==> src/prs_ram.sv <==
// Simple dual-port synchronous RAM with registered read data.
`timescale 1ns / 1ps
module prs_ram #(
	parameter int WIDTH = 32,
	parameter int DEPTH = 16,
	parameter int AW    = 4
) (
	input  logic             clk,
	input  logic             we,
	input  logic [AW-1:0]    waddr,
	input  logic [WIDTH-1:0] wdata,
	input  logic [AW-1:0]    raddr,
	output logic [WIDTH-1:0] rdata
);

	logic [WIDTH-1:0] mem [DEPTH];

	always_ff @(posedge clk) begin
		if (we) begin
			mem[waddr] <= wdata;
		end
	end

	always_ff @(posedge clk) begin
		rdata <= mem[raddr];
	end

endmodule

==> config.mk <==
export PLATFORM = sky130hd
export DESIGN_NAME = prs_ram
export DESIGN_NICKNAME = d
export VERILOG_FILES = /design/src/prs_ram.sv
export SDC_FILE = /design/constraint.sdc
export NUM_CORES = 1
export LEC_CHECK = 0
export BUFFER_PORTS_ARGS = -buffer_cell sky130_fd_sc_hd__buf_2
export CAP_MARGIN = 0
export CORE_ASPECT_RATIO = 1.25
export CORE_UTILIZATION = 60
export DETAILED_ROUTE_END_ITERATION = 8
export PLACE_DENSITY = 0.86
export SLEW_MARGIN = 10
export SYNTH_ARGS = -nofsm -noshare
export SYNTH_HDL_FRONTEND = slang
export SYNTH_SLANG_ARGS = --single-unit
==> constraint.sdc <==
create_clock -name clk -period 6.86 [get_ports clk]
set_clock_uncertainty 0.2 [all_clocks]
set_input_delay 0.686 -clock clk [delete_from_list [all_inputs] [get_ports clk]]
set_output_delay 0.686 -clock clk [all_outputs]
set_load 0.02 [all_outputs]
==> results.py, run 1 <==
metrics = {
    "sta": {
        "tightest_slew_ns": 1.15,
        "hold_viol": 0,
        "setup_viol": 0,
        "report.final.slew_viol_count": 0,
        "hold-worst-slack_ns": 0.289,
        "grt_setup_unrepaired": "false",
        "finalCriticalPeriod_ns": 2.87,
        "min_period_over_period_pct": 41.8,
        "setup_tns_ns": 0,
        "slew_headroom_pct": 23.3,
        "fmax_mhz": 348,
    },
    "cts": {
        "cts.sinks": 544,
        "clk_pin_slew_worst_paths_ns": 0.07,
        "hold_buffers": 0,
        "clockRootBuffer": "clkbuf_16",
        "cts_resized": 0,
        "cts_tree": "done",
        "cts_made_buffers": 47,
        "cts_max_level": 2,
        "clk_latency_ns": 0.56,
        "post_cts_buffers": 0,
        "cts_buffer_depth": 3,
    },
    "critical_path": {
        "required_ns": 7.09,
        "timing_worst_setup_path_type": "in -> reg",
        "crit_fanout": 78,
        "cp-end-kind": "register",
        "cp_data_arrival_time_ns": 3.10,
        "critPathLaunchType": "primary input",
    },
    "synth": {
        "synth_top_family_by_area": "multiplexers",
        "synth-simple-area-share_pct": 1.27,
        "syn_avg_cell_area_um2": 23.7,
        "syn_inst": 838,
        "synth-warning-count": 0,
        "synth.distinct_cells": 18,
        "synthMuxAreaShare_pct": 14.5,
        "yosysSeqAreaShare_pct": 80.7,
        "synth_nets": 880,
        "synth_compound_area_share_pct": 2.42,
        "syn_area_mm2": 0.0199,
        "synth-xor-area-share_pct": 0,
        "ys_ff_latch": 544,
        "synth_fa_ha_area_share_pct": 0,
    },
    "floorplan": {
        "pin_count": 74,
        "core_area_mm2": 0.0326,
        "die_h_um": 205,
        "die_x_um": 165,
        "rows": 74,
        "dieArea_mm2": 0.0338,
        "initial_core_util_pct": 60.9,
    },
    "detailed_routing": {
        "ant_nets": 0,
        "drtIter0Drc": 1308,
        "firstDrtPassIters": 5,
        "wl_per_cell_um": 32.0,
        "drc_errors": 0,
        "viasPerCell": 6.80,
        "vias": 9499,
        "totalWireLength_um": 44700,
    },
    "global_route": {
        "antenna_found_initial": 2,
        "first_global_vias": 9828,
        "grt_use_total_pct": 27.6,
        "grt_overflow": 0,
        "grt_pass1_wl_um": 64500,
        "grt_max_degree": 79,
    },
    "final_layout": {
        "layout_commonest_cell": "edfxtp_1",
        "layout.nets": 981,
        "final_cells": 1396,
        "design_area_mm2": 0.0223,
        "drive_gt1_share_pct": 31.4,
        "syn2layout_area_growth_pct": 12.5,
        "nFillCells": 1854,
        "layout_common_cells": "edfxtp_1, mux4_2, buf_2",
    },
    "pwr": {
        "p_leak_nw": 7.17,
        "p_per_area_mw_per_mm2": 300,
        "worst_ir_drop_vdd_uv": 196,
        "finalPower_w": 0.00670,
    },
    "run_status": {
        "status": "completed",
    },
    "flow_run": {
        "maxCapViolations": 0,
    },
    "placed_design": {
        "portBuffers": 73,
        "gp_congestion": 0.715,
        "dp.cells": 1308,
        "dp_hpwl_um": 19900,
        "place_area_mm2": 0.0208,
    },
    "worst_hold_path": {
        "hold_path_class": "in -> reg",
    },
}
-- metal layers --
layer  track usage, %  vias to the layer above  part of all wire, %
li1                 -                     3768                    -
met4             10.5                        4                  3.3
met1             37.1                     4872                   35
met2             44.7                      734                   50
met5                0                        -                0.049
met3             6.17                      121                   11
-- per-stage QoR --
step                      worst slack (ns)  util [%]
after floorplan                       2.79         -
after global placement                3.52      63.9
after detailed placement              3.47      63.9
after CTS                             4.05      68.5
after global routing                  3.91      68.5
final                                 3.99      68.5
-- synthesized netlist by cell type (all sizes together) --
cell type	n	area [µm²]
nor2	13	48.8
nand3b	2	15.0
nor3	4	20.0
dfxtp	32	641
nand3	1	5.00
nor2b	2	12.5
nand2	33	124
edfxtp	512	15400
nand2b	2	12.5
buf	26	159
clkbuf	17	63.8
or3b	1	8.76
and2	1	6.26
mux4	128	2880
a22oi	64	480
-- cells by family (layout without fill, tap and decap cells) --
group / after synthesis / after routing
simple gates: 59 / 59
mux: 128 / 128
compound gates: 64 / 64
other cells: 0 / 1
flops: 544 / 544
buf+inv: 43 / 182
-- sequential cells by signal, summed over array words and instances (netlist names) --
name   count
mem      512
rdata     32
-- power breakdown --
group | switching, W | internal [W]
Combinational | 0.000215 | 0.000131
Sequential | 0.0000294 | 0.00371
Clock | 0.00114 | 0.00146
-- critical path: stages --
cell	delay [ns]
buf_4	0.82
buf_4	0.75
mux4_2	0.43
a22oi_1	0.26
nand2_1	0.10
-- cell type report --
cell class	count	area [µm²]	share of cell area [%]
Multi-Input combinational cell	251	3750	16.8
Antenna cell	1	2.50	0.0112
Sequential cell	544	16000	71.7
Timing Repair Buffer	95	542	2.43
Tap cell	418	523	2.34
Clock inverter	28	226	1.01
Clock buffer	59	1270	5.70
-- path summary, 6_finish.rpt --
| kind | from | end | slack (ns) | cells after the start |
|---|---|---|---|---|
| max | raddr[1] | rdata[30] | 3.99 | 5 |
| min | wdata[19] | mem[9][19] | 0.29 | 1 |
| max reg2reg | mem[2][26] | rdata[26] | 5.27 | 3 |
| min reg2reg | mem[12][3] | rdata[3] | 0.47 | 3 |
Note: power is estimated with default switching activity, not from simulation.
==> inputs of run 2 (changes only) <==
- clock period: 6.86 -> 2.96 ns (I/O delays scaled with it)
==> results.py, run 2 (synthesis gave the netlist of run 1 again) <==
metrics = {
    "floorplan": {
        "core_area_mm2": 0.0326,
        "dieArea_mm2": 0.0338,
        "die_h_um": 205,
        "die_x_um": 165,
        "rows": 74,
        "pin_count": 74,
        "initial_core_util_pct": 60.9,
    },
    "final_layout": {
        "syn2layout_area_growth_pct": 15.6,
        "nFillCells": 1780,
        "largest_reg_flops": 512,
        "layout_commonest_cell": "edfxtp_1",
        "final_cells": 1443,
        "reg.largest.list": "mem (512), rdata (32)",
        "fin_util_pct": 70.5,
        "largest_register": "mem",
        "ff_latch_area_mm2": 0.0160,
        "layout_common_cells": "edfxtp_1, mux4_2, buf_2",
        "layout.nets": 1028,
        "multi_input_area_mm2": 0.00377,
        "drive_gt1_share_pct": 32.2,
        "design_area_mm2": 0.0230,
    },
    "sta": {
        "grt_setup_unrepaired": "false",
        "fmax_mhz": 563,
        "min_period_over_period_pct": 60.0,
        "worst_slack_ns": 1.18,
        "setup_viol": 0,
        "tightest_slew_ns": 0.658,
        "hold_viol": 0,
        "finalCriticalPeriod_ns": 1.78,
        "report.final.slew_viol_count": 0,
        "slew_headroom_pct": 56.0,
        "setup_tns_ns": 0,
    },
    "cts": {
        "clk_latency_ns": 0.56,
        "cts.sinks": 544,
        "clk_pin_slew_worst_paths_ns": 0.07,
        "cts_made_buffers": 47,
        "cts_buffer_depth": 3,
        "clockRootBuffer": "clkbuf_16",
        "cts_max_level": 2,
        "cts_tree": "done",
        "cts_resized": 0,
    },
    "critical_path": {
        "crit_fanout": 23,
        "required_ns": 3.01,
        "crit_path_top_delay_cell": "nor2_4",
        "path_buf_inv": 2,
        "cpLargestDelayFamily": "simple AND/OR/NAND/NOR gates",
        "slowest_delay_ns": 0.51,
        "r2r-start": "mem[14][22]",
        "timing_worst_setup_path_type": "in -> reg",
        "crit_start": "waddr[0]",
        "cp-end-kind": "register",
        "critPathLaunchType": "primary input",
        "cp_data_arrival_time_ns": 1.83,
        "path_cells": "buf_2 -> nand2b_1 -> nor2_4 -> buf_12",
    },
    "detailed_routing": {
        "drtIter0Drc": 1218,
        "firstDrtPassIters": 5,
        "vias": 9601,
        "drc_errors": 0,
        "viasPerCell": 6.65,
        "totalWireLength_um": 44400,
        "ant_nets": 0,
        "wl_per_cell_um": 30.8,
    },
    "flow_run": {
        "maxCapViolations": 0,
    },
    "placed_design": {
        "place_area_mm2": 0.0211,
        "dp_hpwl_um": 22600,
        "portBuffers": 73,
        "dpl_worst_slack_ns": 0.669,
        "dp.cells": 1323,
        "gp_congestion": 0.742,
    },
    "worst_hold_path": {
        "hold_path_class": "in -> reg",
        "hold_start": "raddr[1]",
    },
    "global_route": {
        "first_global_vias": 9975,
        "grt_use_total_pct": 27.4,
        "grt_max_degree": 78,
        "grt_pass1_wl_um": 64800,
        "antenna_found_initial": 1,
        "grt_overflow": 0,
    },
    "pwr": {
        "p_per_area_mw_per_mm2": 680,
        "worst_ir_drop_vdd_uv": 777,
        "p_leak_nw": 7.45,
    },
    "run_status": {
        "status": "completed",
    },
}
[run 2: cell count changes in the layout (fill, tap and decap cells not counted)]
cell,previous run,this run
buf_12,0,11
dlygate4sd3_1,0,32
nor3_4,0,4
clkinv_2,7,11
buf_4,23,27
clkinv_1,15,7
clkinvlp_4,2,4
clkbuf_8,2,4
nor3_2,4,0
[run 2: final timing paths]
| check | to | slack [ns] | cells after the start |
|---|---|---|---|
| setup / recovery | mem[13][1] | 1.18 | 4 |
| hold / removal | rdata[6] | 0.06 | 4 |
| setup reg to reg | rdata[22] | 1.30 | 3 |
| hold reg to reg | rdata[6] | 0.48 | 3 |
[run 2: where the power goes]
part / internal [W] / leakage, nW / switching, W
clock network: 0.00346 / 0.747 / 0.00262
logic: 0.000350 / 1.81 / 0.000521
registers: 0.00861 / 4.89 / 0.0000670
[run 2: through the flow]
step | hold WS [ns] | power (W)
global route | 0.0660 | 0.0160
finish | 0.0605 | 0.0156
global placement | 0.457 | 0.00961
CTS | 0.0367 | 0.0157
detailed placement | 0.465 | 0.00965
floorplan | 0.195 | 0.00929
[run 2: final cells by class]
type                            instances  share of cell area, %
Sequential cell                       544                   69.8
Multi-Input combinational cell        251                   16.4
Clock buffer                           61                   5.67
Timing Repair Buffer                  142                   4.84
Tap cell                              418                   2.28
Clock inverter                         26                   1.01
Antenna cell                            1                 0.0109
[run 2: worst register-to-register path: stages, from the launching register on]
cell and delay, ns:
edfxtp_1 0.44, mux4_2 0.51, a22oi_1 0.27, nand2_1 0.11
[run 2: what timing repair did]
action	in CTS	in global routing
hold endpoints to repair	512	0
hold buffers	32	0
setup buffers	0	0
[run 2: layer usage]
layer  part of all wire [%]  track usage [%]
met3                    9.5             5.30
met1                     35             36.1
met2                     52             46.1
met4                    2.8             9.60
met5                      0                0
